<file path="src/design/rame_pkg.sv">
// Shared types and constants for the accumulator machine execute block.
`default_nettype none

package rame_pkg;

  localparam int unsigned WORD_BITS     = 32;
  localparam int unsigned IP_BITS       = 16;
  localparam int unsigned MEM_WORDS_DEF = 64;
  localparam int unsigned CMD_BITS      = 4;
  localparam int unsigned MODE_BITS     = 2;
  localparam int unsigned ERR_BITS      = 3;

  typedef logic [WORD_BITS-1:0] word_t;
  typedef logic [IP_BITS-1:0]   ip_t;

  typedef enum logic [CMD_BITS-1:0] {
    CMD_JUMP  = 4'd0,
    CMD_JZERO = 4'd1,
    CMD_JGTZ  = 4'd2,
    CMD_LOAD  = 4'd3,
    CMD_STORE = 4'd4,
    CMD_ADD   = 4'd5,
    CMD_SUB   = 4'd6,
    CMD_MULT  = 4'd7,
    CMD_DIV   = 4'd8,
    CMD_READ  = 4'd9,
    CMD_WRITE = 4'd10,
    CMD_HALT  = 4'd11
  } cmd_e;

  typedef enum logic [MODE_BITS-1:0] {
    MODE_DIRECT    = 2'd0,
    MODE_INDIRECT  = 2'd1,
    MODE_IMMEDIATE = 2'd2
  } mode_e;

  typedef enum logic [ERR_BITS-1:0] {
    ERR_NONE      = 3'd0,
    ERR_OPCODE    = 3'd1,
    ERR_IMM_STORE = 3'd2,
    ERR_IMM_READ  = 3'd3,
    ERR_DIV_ZERO  = 3'd4,
    ERR_RANGE     = 3'd5
  } err_e;

endpackage

`default_nettype wire

</file>
<file path="src/design/rame_if.sv">
// Instruction and result channel interfaces (valid/ready with payload).
`default_nettype none

interface rame_in_if;
  logic                           valid;
  logic                           ready;
  logic [rame_pkg::CMD_BITS-1:0]  cmd;
  logic [rame_pkg::MODE_BITS-1:0] mode;
  rame_pkg::word_t                argument;
  rame_pkg::word_t                read_value;

  modport source (output valid, cmd, mode, argument, read_value, input ready);
  modport sink   (input valid, cmd, mode, argument, read_value, output ready);
endinterface

interface rame_out_if;
  logic                          valid;
  logic                          ready;
  rame_pkg::ip_t                 next_ip;
  logic                          write_valid;
  rame_pkg::word_t               write_value;
  logic                          halted;
  logic [rame_pkg::ERR_BITS-1:0] error_code;

  modport source (output valid, next_ip, write_valid, write_value, halted, error_code,
                  input ready);
  modport sink   (input valid, next_ip, write_valid, write_value, halted, error_code,
                  output ready);
endinterface

`default_nettype wire

</file>
<file path="src/design/random_access_machine_execute_top.sv">
// Top level: accumulator machine sequencer, register memory and result register.
`default_nettype none

// Executes one accumulator-machine instruction per input transaction and
// returns one result transaction (next pointer, optional WRITE value, halted
// flag, error code). After reset the register memory is swept to zero, one
// cell per cycle, while in_i.ready stays low. The block takes one
// instruction at a time: in_i.ready is high only when the sequencer is
// idle. From acceptance to the result: a stopped machine, jumps, HALT and
// decode errors go from decode straight to the done state; immediate
// operands add an execute step; direct memory operands first go through
// the read and data states on the single registered read port; indirect
// operands pass through them twice, once for the pointer cell. DIV then runs the
// bit-serial divider (one quotient bit per cycle). MULT is a combinational
// 32x32 multiply written straight into the accumulator. A new instruction may
// be accepted while the previous result still waits on out_o.ready.
module random_access_machine_execute_top #(
  parameter int unsigned MEM_WORDS = rame_pkg::MEM_WORDS_DEF
) (
  input  logic              clk_i,
  input  logic              rst_ni,
  rame_in_if.sink           in_i,
  rame_out_if.source        out_o
);

  localparam int unsigned W  = rame_pkg::WORD_BITS;
  localparam int unsigned IP = rame_pkg::IP_BITS;
  localparam int unsigned AW = $clog2(MEM_WORDS);
  localparam rame_pkg::word_t MemWordsW = rame_pkg::word_t'(MEM_WORDS);

  typedef enum logic [2:0] {
    S_CLEAR,
    S_IDLE,
    S_DECODE,
    S_RD,
    S_DATA,
    S_EXEC,
    S_DIV,
    S_DONE
  } state_e;

  typedef struct packed {
    rame_pkg::ip_t   ip;
    logic            wv;
    rame_pkg::word_t wval;
    logic            halted;
    rame_pkg::err_e  err;
  } res_t;

  function automatic logic in_range(rame_pkg::word_t a);
    return ~a[W-1] && (a < MemWordsW);
  endfunction

  function automatic res_t mk_res(rame_pkg::ip_t nip, logic wv, rame_pkg::word_t wval,
                                  logic halt, rame_pkg::err_e err);
    res_t r;
    r.ip     = nip;
    r.wv     = wv;
    r.wval   = wval;
    r.halted = halt;
    r.err    = err;
    return r;
  endfunction

  // control state
  state_e                         state_q;
  logic [AW-1:0]                  clr_cnt_q;
  rame_pkg::ip_t                  ip_q;
  logic                           stopped_q;
  rame_pkg::word_t                acc_q;
  logic                           out_valid_q;
  logic                           indir_q;

  // instruction and payload
  logic [rame_pkg::CMD_BITS-1:0]  cmd_q;
  logic [rame_pkg::MODE_BITS-1:0] mode_q;
  rame_pkg::word_t                arg_q;
  rame_pkg::word_t                rv_q;
  logic [AW-1:0]                  addr_q;
  rame_pkg::word_t                opnd_q;
  res_t                           res_q;
  res_t                           out_q;

  // register memory, cell 0 mirrors acc_q
  rame_pkg::word_t                mem_q [MEM_WORDS];
  rame_pkg::word_t                rdata_q;

  logic                           wr_en;
  logic [AW-1:0]                  wr_addr;
  rame_pkg::word_t                wr_data;

  rame_pkg::ip_t                  ip_inc;
  logic                           acc_zero;
  logic                           take;
  logic                           jump_ok;
  logic                           div_start;
  logic                           div_done;
  rame_pkg::word_t                quotient;
  logic                           out_load;

  assign ip_inc   = rame_pkg::ip_t'(ip_q + 1'b1);
  assign acc_zero = (acc_q == '0);
  assign take     = (cmd_q == rame_pkg::CMD_JUMP)
                 || ((cmd_q == rame_pkg::CMD_JZERO) && acc_zero)
                 || ((cmd_q == rame_pkg::CMD_JGTZ) && ~acc_q[W-1] && ~acc_zero);
  assign jump_ok  = (arg_q[W-1:IP] == '0);

  assign div_start = (state_q == S_EXEC) && (cmd_q == rame_pkg::CMD_DIV) && (opnd_q != '0);
  assign out_load  = (state_q == S_DONE) && (~out_valid_q || out_o.ready);

  rame_div u_div (
    .clk_i      (clk_i),
    .rst_ni     (rst_ni),
    .start_i    (div_start),
    .dividend_i (acc_q),
    .divisor_i  (opnd_q),
    .done_o     (div_done),
    .quotient_o (quotient)
  );

  // memory write port: clear sweep, accumulator updates, STORE/READ
  always_comb begin
    wr_en   = 1'b0;
    wr_addr = addr_q;
    wr_data = acc_q;
    case (state_q)
      S_CLEAR: begin
        wr_en   = 1'b1;
        wr_addr = clr_cnt_q;
        wr_data = '0;
      end
      S_EXEC: begin
        case (cmd_q)
          rame_pkg::CMD_LOAD: begin
            wr_en   = 1'b1;
            wr_addr = '0;
            wr_data = opnd_q;
          end
          rame_pkg::CMD_ADD: begin
            wr_en   = 1'b1;
            wr_addr = '0;
            wr_data = rame_pkg::word_t'(acc_q + opnd_q);
          end
          rame_pkg::CMD_SUB: begin
            wr_en   = 1'b1;
            wr_addr = '0;
            wr_data = rame_pkg::word_t'(acc_q - opnd_q);
          end
          rame_pkg::CMD_MULT: begin
            wr_en   = 1'b1;
            wr_addr = '0;
            wr_data = rame_pkg::word_t'(acc_q * opnd_q);
          end
          rame_pkg::CMD_STORE: begin
            wr_en   = 1'b1;
            wr_data = acc_q;
          end
          rame_pkg::CMD_READ: begin
            wr_en   = 1'b1;
            wr_data = rv_q;
          end
          default: begin
            wr_en = 1'b0;
          end
        endcase
      end
      S_DIV: begin
        wr_en   = div_done;
        wr_addr = '0;
        wr_data = quotient;
      end
      default: begin
        wr_en = 1'b0;
      end
    endcase
  end

  always_ff @(posedge clk_i) begin
    if (wr_en) begin
      mem_q[wr_addr] <= wr_data;
    end
    rdata_q <= mem_q[addr_q];
  end

  // sequencer
  always_ff @(posedge clk_i or negedge rst_ni) begin
    if (!rst_ni) begin
      state_q     <= S_CLEAR;
      clr_cnt_q   <= '0;
      ip_q        <= '0;
      stopped_q   <= 1'b0;
      acc_q       <= '0;
      out_valid_q <= 1'b0;
      indir_q     <= 1'b0;
    end else begin
      if (wr_en && (wr_addr == '0)) begin
        acc_q <= wr_data;
      end
      if (out_o.valid && out_o.ready && !out_load) begin
        out_valid_q <= 1'b0;
      end

      case (state_q)
        S_CLEAR: begin
          clr_cnt_q <= clr_cnt_q + 1'b1;
          if (clr_cnt_q == AW'(MEM_WORDS - 1)) begin
            state_q <= S_IDLE;
          end
        end
        S_IDLE: begin
          if (in_i.valid) begin
            state_q <= S_DECODE;
          end
        end
        S_DECODE: begin
          state_q <= S_DONE;
          if (stopped_q) begin
            res_q <= mk_res(ip_q, 1'b0, '0, 1'b1, rame_pkg::ERR_NONE);
          end else begin
            case (cmd_q)
              rame_pkg::CMD_JUMP, rame_pkg::CMD_JZERO, rame_pkg::CMD_JGTZ: begin
                if (!take) begin
                  res_q <= mk_res(ip_inc, 1'b0, '0, 1'b0, rame_pkg::ERR_NONE);
                end else if (jump_ok) begin
                  res_q <= mk_res(arg_q[IP-1:0], 1'b0, '0, 1'b0, rame_pkg::ERR_NONE);
                end else begin
                  res_q <= mk_res(ip_q, 1'b0, '0, 1'b1, rame_pkg::ERR_RANGE);
                end
              end
              rame_pkg::CMD_HALT: begin
                res_q <= mk_res(ip_q, 1'b0, '0, 1'b1, rame_pkg::ERR_NONE);
              end
              rame_pkg::CMD_LOAD, rame_pkg::CMD_STORE, rame_pkg::CMD_ADD,
              rame_pkg::CMD_SUB, rame_pkg::CMD_MULT, rame_pkg::CMD_DIV,
              rame_pkg::CMD_READ, rame_pkg::CMD_WRITE: begin
                if (mode_q == rame_pkg::MODE_IMMEDIATE) begin
                  if (cmd_q == rame_pkg::CMD_STORE) begin
                    res_q <= mk_res(ip_q, 1'b0, '0, 1'b1, rame_pkg::ERR_IMM_STORE);
                  end else if (cmd_q == rame_pkg::CMD_READ) begin
                    res_q <= mk_res(ip_q, 1'b0, '0, 1'b1, rame_pkg::ERR_IMM_READ);
                  end else begin
                    opnd_q  <= arg_q;
                    state_q <= S_EXEC;
                  end
                end else if (!in_range(arg_q)) begin
                  res_q <= mk_res(ip_q, 1'b0, '0, 1'b1, rame_pkg::ERR_RANGE);
                end else begin
                  addr_q  <= arg_q[AW-1:0];
                  indir_q <= (mode_q == rame_pkg::MODE_INDIRECT);
                  state_q <= S_RD;
                end
              end
              default: begin
                res_q <= mk_res(ip_q, 1'b0, '0, 1'b1, rame_pkg::ERR_OPCODE);
              end
            endcase
          end
        end
        S_RD: begin
          state_q <= S_DATA;
        end
        S_DATA: begin
          if (indir_q) begin
            // pointer cell read; follow it once more
            if (in_range(rdata_q)) begin
              addr_q  <= rdata_q[AW-1:0];
              indir_q <= 1'b0;
              state_q <= S_RD;
            end else begin
              res_q   <= mk_res(ip_q, 1'b0, '0, 1'b1, rame_pkg::ERR_RANGE);
              state_q <= S_DONE;
            end
          end else begin
            opnd_q  <= rdata_q;
            state_q <= S_EXEC;
          end
        end
        S_EXEC: begin
          state_q <= S_DONE;
          case (cmd_q)
            rame_pkg::CMD_DIV: begin
              if (opnd_q == '0) begin
                res_q <= mk_res(ip_q, 1'b0, '0, 1'b1, rame_pkg::ERR_DIV_ZERO);
              end else begin
                state_q <= S_DIV;
              end
            end
            rame_pkg::CMD_WRITE: begin
              res_q <= mk_res(ip_inc, 1'b1, opnd_q, 1'b0, rame_pkg::ERR_NONE);
            end
            default: begin
              res_q <= mk_res(ip_inc, 1'b0, '0, 1'b0, rame_pkg::ERR_NONE);
            end
          endcase
        end
        S_DIV: begin
          if (div_done) begin
            res_q   <= mk_res(ip_inc, 1'b0, '0, 1'b0, rame_pkg::ERR_NONE);
            state_q <= S_DONE;
          end
        end
        S_DONE: begin
          if (out_load) begin
            out_q       <= res_q;
            out_valid_q <= 1'b1;
            ip_q        <= res_q.ip;
            stopped_q   <= res_q.halted;
            state_q     <= S_IDLE;
          end
        end
        default: begin
          state_q <= S_IDLE;
        end
      endcase
    end
  end

  // instruction capture on acceptance
  always_ff @(posedge clk_i) begin
    if (in_i.valid && in_i.ready) begin
      cmd_q  <= in_i.cmd;
      mode_q <= in_i.mode;
      arg_q  <= in_i.argument;
      rv_q   <= in_i.read_value;
    end
  end

  assign in_i.ready        = (state_q == S_IDLE);
  assign out_o.valid       = out_valid_q;
  assign out_o.next_ip     = out_q.ip;
  assign out_o.write_valid = out_q.wv;
  assign out_o.write_value = out_q.wval;
  assign out_o.halted      = out_q.halted;
  assign out_o.error_code  = out_q.err;

`ifndef ASSERT_OFF
  a_busy_after_accept: assert property (@(posedge clk_i) disable iff (!rst_ni)
    (in_i.valid && in_i.ready) |=> !in_i.ready)
    else $error("instruction accepted while previous still executing");

  a_error_halts: assert property (@(posedge clk_i) disable iff (!rst_ni)
    (out_o.valid && (out_o.error_code != rame_pkg::ERR_NONE)) |-> out_o.halted)
    else $error("error reported without halting");

  a_stop_sticky: assert property (@(posedge clk_i) disable iff (!rst_ni)
    stopped_q |=> stopped_q)
    else $error("stopped machine restarted");

  a_write_live: assert property (@(posedge clk_i) disable iff (!rst_ni)
    (out_o.valid && out_o.write_valid) |->
      (!out_o.halted && (out_o.error_code == rame_pkg::ERR_NONE)))
    else $error("write value reported on a stopping instruction");
`endif

endmodule

`default_nettype wire

</file>
<file path="src/design/rame_div.sv">
// Iterative signed divider, one quotient bit per cycle, truncating toward zero.
`default_nettype none

module rame_div (
  input  logic            clk_i,
  input  logic            rst_ni,
  input  logic            start_i,
  input  rame_pkg::word_t dividend_i,
  input  rame_pkg::word_t divisor_i,
  output logic            done_o,
  output rame_pkg::word_t quotient_o
);

  localparam int unsigned W       = rame_pkg::WORD_BITS;
  localparam int unsigned CntBits = $clog2(W + 1);

  logic               busy_q;
  logic               done_q;
  logic [CntBits-1:0] cnt_q;
  logic               neg_q;
  rame_pkg::word_t    quo_q;
  rame_pkg::word_t    rem_q;
  rame_pkg::word_t    dvs_q;

  logic [W:0] shifted;
  logic [W:0] diff;
  logic       qbit;

  assign shifted = {rem_q, quo_q[W-1]};
  assign diff    = shifted - {1'b0, dvs_q};
  assign qbit    = ~diff[W];

  always_ff @(posedge clk_i or negedge rst_ni) begin
    if (!rst_ni) begin
      busy_q <= 1'b0;
      done_q <= 1'b0;
      cnt_q  <= '0;
    end else begin
      done_q <= 1'b0;
      if (start_i) begin
        busy_q <= 1'b1;
        cnt_q  <= CntBits'(W);
      end else if (busy_q) begin
        cnt_q <= cnt_q - 1'b1;
        if (cnt_q == CntBits'(1)) begin
          busy_q <= 1'b0;
          done_q <= 1'b1;
        end
      end
    end
  end

  // datapath: magnitudes in, restoring steps, sign fixed on the way out
  always_ff @(posedge clk_i) begin
    if (start_i) begin
      neg_q <= dividend_i[W-1] ^ divisor_i[W-1];
      quo_q <= dividend_i[W-1] ? rame_pkg::word_t'(~dividend_i + 1'b1) : dividend_i;
      dvs_q <= divisor_i[W-1] ? rame_pkg::word_t'(~divisor_i + 1'b1) : divisor_i;
      rem_q <= '0;
    end else if (busy_q) begin
      rem_q <= qbit ? diff[W-1:0] : shifted[W-1:0];
      quo_q <= {quo_q[W-2:0], qbit};
    end
  end

  assign done_o     = done_q;
  assign quotient_o = neg_q ? rame_pkg::word_t'(~quo_q + 1'b1) : quo_q;

endmodule

`default_nettype wire
</file>
<file path="src/flat_wrapper.sv">
// flat-port wrapper written by rule: the top's interface ports become plain ports
module random_access_machine_execute_top_flat 
#(
  parameter int unsigned MEM_WORDS = rame_pkg::MEM_WORDS_DEF
)
  (clk_i, rst_ni, in_i_valid, in_i_cmd, in_i_mode, in_i_argument, in_i_read_value, in_i_ready, out_o_valid, out_o_next_ip, out_o_write_valid, out_o_write_value, out_o_halted, out_o_error_code, out_o_ready);
  rame_in_if in_i_i ();
  rame_out_if out_o_i ();
  input  logic clk_i;
  input  logic rst_ni;
  input wire logic [$bits(in_i_i.valid)-1:0] in_i_valid;
  input wire logic [$bits(in_i_i.cmd)-1:0] in_i_cmd;
  input wire logic [$bits(in_i_i.mode)-1:0] in_i_mode;
  input wire logic [$bits(in_i_i.argument)-1:0] in_i_argument;
  input wire logic [$bits(in_i_i.read_value)-1:0] in_i_read_value;
  output wire logic [$bits(in_i_i.ready)-1:0] in_i_ready;
  output wire logic [$bits(out_o_i.valid)-1:0] out_o_valid;
  output wire logic [$bits(out_o_i.next_ip)-1:0] out_o_next_ip;
  output wire logic [$bits(out_o_i.write_valid)-1:0] out_o_write_valid;
  output wire logic [$bits(out_o_i.write_value)-1:0] out_o_write_value;
  output wire logic [$bits(out_o_i.halted)-1:0] out_o_halted;
  output wire logic [$bits(out_o_i.error_code)-1:0] out_o_error_code;
  input wire logic [$bits(out_o_i.ready)-1:0] out_o_ready;
  assign in_i_i.valid = in_i_valid;
  assign in_i_i.cmd = in_i_cmd;
  assign in_i_i.mode = in_i_mode;
  assign in_i_i.argument = in_i_argument;
  assign in_i_i.read_value = in_i_read_value;
  assign in_i_ready = in_i_i.ready;
  assign out_o_valid = out_o_i.valid;
  assign out_o_next_ip = out_o_i.next_ip;
  assign out_o_write_valid = out_o_i.write_valid;
  assign out_o_write_value = out_o_i.write_value;
  assign out_o_halted = out_o_i.halted;
  assign out_o_error_code = out_o_i.error_code;
  assign out_o_i.ready = out_o_ready;
  random_access_machine_execute_top #(.MEM_WORDS(MEM_WORDS)) u_core (.clk_i(clk_i), .rst_ni(rst_ni), .in_i(in_i_i), .out_o(out_o_i));
endmodule
</file>
<file path="config.mk">
export PLATFORM = sky130hd
export DESIGN_NAME = random_access_machine_execute_top_flat
export DESIGN_NICKNAME = d
export VERILOG_FILES = /design/src/design/rame_pkg.sv /design/src/design/rame_if.sv /design/src/design/random_access_machine_execute_top.sv /design/src/design/rame_div.sv /design/src/flat_wrapper.sv
export SDC_FILE = /design/constraint.sdc
export NUM_CORES = 2
export LEC_CHECK = 0
export BUFFER_PORTS_ARGS = -buffer_cell sky130_fd_sc_hd__buf_4
export CORE_UTILIZATION = 35
export DETAILED_ROUTE_END_ITERATION = 8
export PLACE_DENSITY_LB_ADDON = 0.05
export RECOVER_POWER = 25
export SLEW_MARGIN = 20
export SYNTH_ARGS = -nofsm -noshare
export SYNTH_HDL_FRONTEND = slang
export SYNTH_SLANG_ARGS = --single-unit
</file>
<file path="constraint.sdc">
create_clock -name clk_i -period 35.8 [get_ports clk_i]
set_clock_uncertainty 0.2 [all_clocks]
set_input_delay 7.16 -clock clk_i [delete_from_list [all_inputs] [get_ports clk_i]]
set_output_delay 7.16 -clock clk_i [all_outputs]
set_load 0.005 [all_outputs]
</file>
; ---- After elaboration in Yosys (flattened, before gate mapping)
; Memories as Yosys holds them, arrays and structs flattened. A register that Yosys moved wholly into a read port is not among the register bits.
; Cells that the tools add are included.
; W data, S select, Z words.
[totals]
register_bits = 379
latchBits = 0
mem_bits_rw = 2048
mem_bits_ro = 0
input_bits = 74
output_inout_bits = 55
elab_cells = 206
mem_count = 1
[op_classes]
addsub = 9
mul = 1
n_div = 0
n_lt_le_gt_ge = 2
n_eq_ne = 40
n_shift = 0
muxes = 75
n_bitwise = 10
n_reduce_logical = 37
[mem_list]
columns = memory, depth, word_bits, read_ports, rd_ports_with_merged_regs, write_ports, line_no
row1 = u_core.mem_q, 64, 32, 1, 1, 1, random_access_machine_execute_top.sv:85  ; rame_pkg::word_t mem_q [MEM_WORDS];
[ops]
columns = cell, n
row1 = $mux W53, 11
row2 = $mux W32, 11
row3 = $pmux W53 S4, 1
row4 = $pmux W32 S5, 1
row5 = $pmux W53 S3, 1
row6 = $pmux W53 S2, 1
row7 = $add A32 B1 Y32 const B, 3
row8 = $not A32 Y32, 3
row9 = $pmux W32 S3, 1
row10 = $logic_not A32 Y1, 2
row11 = $lt A32 B7 Y1 const B, 2
row12 = $pmux W32 S2, 1
row13 = $mux W6, 9
row14 = $mux W3, 12
row15 = $sub A33 B32 Y33, 1
row16 = $add A32 B32 Y32, 1
row17 = $mul A32 B32 Y32, 1
row18 = $reduce_bool A32 Y1, 1
row19 = $sub A32 B32 Y32, 1
row20 = $mux W31, 1
row21 = $pmux W3 S8, 1
row22 = $reduce_and A8 Y1, 3
row23 = $mux W1, 19
row24 = $pmux W6 S3, 1
row25 = 42 further kinds, 85

; ---- Logic depth before layout (Yosys ltp)
[logic_depth]
ltp_word = 8
depth_mapped = 29
depth_no_buf = 26

; ---- Modules after synthesis
; A second synthesis with hierarchy kept.
[hier_totals]
cells_unflattened = 6960
hier_area_um2 = 116680.7
[modules_own_cells]
columns = mod, n_inst, cells_each, area_each_um2, seq_area_each_um2
row1 = random_access_machine_execute_top, 1, 6096, 108870.7, 70067.2
row2 = rame_div, 1, 864, 7810.0, 2792.7

; ---- Worst setup path after synthesis
; No wires, ideal clock.
[synth_timing]
path_kind = input-to-reg
startpoint = input port rst_ni
endpoint = register u_core.res_q[0] (netlist bit) (enable)
setup_time_ns = 0.747
arrival_ns = 15.589
required_ns = 34.853
path_slack_ns = 19.264
cell_stages = 2
path_buffers = 0
path_cell_list = o221ai_1 -> a2111oi_0
[synth_between]
elab_chain_len = 1
[synth_rtl]
columns = element, line_no
row1 = start: declaration, flat_wrapper.sv:10  ; input logic rst_ni;
row2 = $reduce_and A8 Y1 (no source line), -
row3 = end signal: assignment, random_access_machine_execute_top.sv:218  ; res_q <= mk_res(ip_q, 1'b0, '0, 1'b1, rame_pkg::ERR_NONE);
row4 = end signal: assignment, random_access_machine_execute_top.sv:223  ; res_q <= mk_res(ip_inc, 1'b0, '0, 1'b0, rame_pkg::ERR_NONE);
row5 = end signal: assignment, random_access_machine_execute_top.sv:225  ; res_q <= mk_res(arg_q[IP-1:0], 1'b0, '0, 1'b0, rame_pkg::ERR_NONE);
row6 = end: declaration, random_access_machine_execute_top.sv:81  ; res_t res_q;
; No other way between the ends.
; A chain may end at the register's enable or synchronous reset.

; ---- Worst setup path after layout
[layout_timing]
startpoint = register u_core.opnd_q[0]
endpoint = register u_core.res_q[11] (netlist bit) (enable)
[layout_between]
elab_chain_len = 3
[layout_rtl]
columns = element, line_no
row1 = start: declaration, random_access_machine_execute_top.sv:80  ; rame_pkg::word_t opnd_q;
row2 = start signal: assignment, random_access_machine_execute_top.sv:242  ; opnd_q <= arg_q;
row3 = start signal: assignment, random_access_machine_execute_top.sv:274  ; opnd_q <= rdata_q;
row4 = $logic_not A32 Y1, random_access_machine_execute_top.sv:282  ; if (opnd_q == '0) begin
row5 = $ne A3 B3 Y1 (no source line), -
row6 = $reduce_and A8 Y1 (no source line), -
row7 = end signal: assignment, random_access_machine_execute_top.sv:283  ; res_q <= mk_res(ip_q, 1'b0, '0, 1'b1, rame_pkg::ERR_DIV_ZERO);
row8 = end signal: assignment, random_access_machine_execute_top.sv:289  ; res_q <= mk_res(ip_inc, 1'b1, opnd_q, 1'b0, rame_pkg::ERR_NONE);
row9 = end signal: assignment, random_access_machine_execute_top.sv:292  ; res_q <= mk_res(ip_inc, 1'b0, '0, 1'b0, rame_pkg::ERR_NONE);
; No other way between the ends.

==> flow_metrics.env <==
export IMPL_outcome="finished with violations"
export IMPL_violations="capacitance limit, slew limit"
export IMPL_synth_area_leaders="edfxtp_1, mux4_2, fa_1"
export IMPL_core_area_sq_um=331000
export IMPL_synth_common_cells="edfxtp_1, mux4_2, nand2_1"
export IMPL_syn_to_final_growth_pct=14.0
export IMPL_synth_edf_count=2327
export IMPL_firstDrtPassIters=8
export IMPL_clk_pin_slew_ps=60
export IMPL_synth_seq_area_share_pct=62.6
export IMPL_peakVddDrop_mv=0.100
export IMPL_drc=0
export IMPL_startpoint="u_core.opnd_q[0]"
export IMPL_grt_max_degree=101
export IMPL_cp_data_arrival_time_ps=10900
export IMPL_vias=64400
export IMPL_die_w_microns=579
export IMPL_hold_buffers=0
export IMPL_setup_viol=0
export IMPL_cp_max_fo=53
export IMPL_largest_register="u_core.mem_q"
export IMPL_synth_seq_cells=2459
export IMPL_min_from="u_core.res_q[15]"
export IMPL_hpwl_mm=232
export IMPL_antenna_left=0
export IMPL_worstPathRequired_ps=36100
export IMPL_port_buffers=128
export IMPL_grt_overflow=0
export IMPL_hold_viol_final=0
export IMPL_post_cts_buffers=0
export IMPL_die_area_sq_um=335000
export IMPL_r2r_start="u_core.opnd_q[0]"
export IMPL_power_density_nw_per_um2=82.2
export IMPL_cts_resized=0
export IMPL_slew_viol_final=1779
export IMPL_grt_pass1_vias=67800
export IMPL_fin_crit_sh_pct=29.6
export IMPL_antenna_found_initial=19
export IMPL_ys_async_sr_fraction_pct=2.77
export IMPL_syn_cell_area_sq_um=116000
export IMPL_die_h_microns=579
export IMPL_synth_warnings=0
export IMPL_grt_pass1_wl_mm=524
export IMPL_synth_most_common_cell="edfxtp_1"
export IMPL_synth_ff_type="edfxtp_1"
export IMPL_largest_register_ffs=2048
export IMPL_path_class="flop to flop"
export IMPL_gp_congestion=0.906
export IMPL_p_total_mw=10.9
export IMPL_synthDominantCellAreaShare_pct=60.0
export IMPL_drive_gt1_share_pct=20.4
export IMPL_postSynthCellCount=7048
export IMPL_finalSetupTns_ps=0
export IMPL_wire_per_inst_microns=31.1
export IMPL_cts_buffers=287
export IMPL_fp_row_count=211
export IMPL_numClockSinks=2459
export IMPL_start_util_pct=35.2
export IMPL_rsz0062_at_grt="no"
export IMPL_min_path_type="flop to flop"
export IMPL_syn_num_nets=7726
export IMPL_cts_tree="done"
export IMPL_pre_cts_ws_ps=25970
export IMPL_worst_slack_ps=25200
export IMPL_reg_top3="u_core.mem_q (2048), u_core.res_q (53)"
export IMPL_cts_buffer_depth=4
export IMPL_routed_wl_mm=371
export IMPL_layout_nets=7977
export IMPL_drv_cap=55
export IMPL_crit_path_start_kind="flop"
export IMPL_cp_end_kind="flop"
export IMPL_max_freq_mhz=94.3
export IMPL_yosys_area_top_type="edfxtp_1"
export IMPL_ys_types=100
export IMPL_holdWs_ps=216
export IMPL_max_slew_margin_pct=-152
export IMPL_synth_avg_cell_area_sq_um=16.5
export IMPL_htree_levels=5
export IMPL_root_buffer="clkbuf_16"
export IMPL_drt_iter0_drc=4847
export IMPL_ios=129
export IMPL_grt_usage_pct=22.2
export IMPL_final_util_pct=40.1
export IMPL_final_min_clock_period_ps=10600
export IMPL_leakage_nw=46.0
export IMPL_tightest_slew_ps=3780
export IMPL_clock_latency_ps=900
export IMPL_viasPerCell=5.41
## per-stage QoR
step / cells / cell area [sq um]
after global routing: 11900 / 133000
after CTS: 11900 / 133000
final: 11900 / 133000
after global placement: 11400 / 124000
after detailed placement: 11400 / 124000
after floorplan: 7048 / 116000
## placed cells by master (no fill, tap or decap), drive strengths merged, types with 22 or more instances in the layout
| master | count |
|---|---|
| nor3 | 46 |
| nor2 | 230 |
| fa | 410 |
| bufinv | 22 |
| and2 | 347 |
| ha | 194 |
| nand3 | 62 |
| o21ai | 199 |
| nor4 | 27 |
| a221oi | 27 |
| edfxtp | 2327 |
| a31oi | 29 |
| clkbuf | 419 |
| buf | 304 |
| nand2 | 564 |
| dfrtp | 68 |
| nand2b | 44 |
| o31ai | 44 |
| mux4 | 672 |
| mux2 | 36 |
| inv | 475 |
| xnor2 | 134 |
| xor2 | 117 |
| clkinv | 114 |
| dfxtp | 64 |
| a21oi | 174 |
| a21o | 47 |
## power breakdown
part,switching [mW],total [mW],internal [mW]
clock,1.21,2.88,1.66
combinational,2.66,4.06,1.40
sequential,0.163,3.98,3.81
## critical path, cell delays in order, from the launching register on
cell       delay, ps
edfxtp_1         350
clkbuf_1         530
clkbuf_1         940
inv_1            550
ha_1             250
nand2_1          100
or3_1            390
or3_1            560
nor3_1           810
nand2b_2         190
o31ai_1         2100
inv_1           1790
a2111oi_2        630
buf_4            670
## kinds of logic (layout without fill, tap and decap cells)
logic type | count (synthesis) | after routing | synth area share, %
AOI/OAI and AO/OA | 716 | 716 | 4.03
xor gates and xnor gates | 252 | 252 | 1.91
adders and majority gates | 604 | 604 | 9.13
buffers and inverters | 863 | 1341 | 2.85
DFF | 2459 | 2459 | 62.6
muxes | 726 | 726 | 13.5
other | 0 | 17 | 0
and+or+nand+nor | 1428 | 1428 | 6.00
## per-layer routing
metal	GRT usage [%]	part of all wire, %	up-vias
met5	0	0.0035	-
met4	7.30	3.5	2
met3	2.35	3.9	546
met2	37.8	50	1603
met1	29.6	43	35000
li1	-	-	27200
## path summary, 6_finish.rpt
path,endpoint,slack (ps),depth (start not counted)
worst max-delay path,u_core.res_q[11],25200,13
worst min-delay path,u_core.out_o.write_value[11],220,0
worst min register to register,u_core.out_o.write_value[11],220,0
min in group asynchronous,u_core.indir_q,6150,1
max in group asynchronous,u_core.acc_q[14],28140,2
worst max register to register,u_core.res_q[11],25200,13
## layout make-up
type	instances	area [sq um]
fill	30300	198000
multi-input combinational	3726	40900
tap	4366	5460
inverter	463	1740
sequential	2459	72900
antenna	17	42.5
clock inverter	155	1630
clock buffer	361	7530
timing repair buffer	362	2540
(Power assumes the default switching activity.)
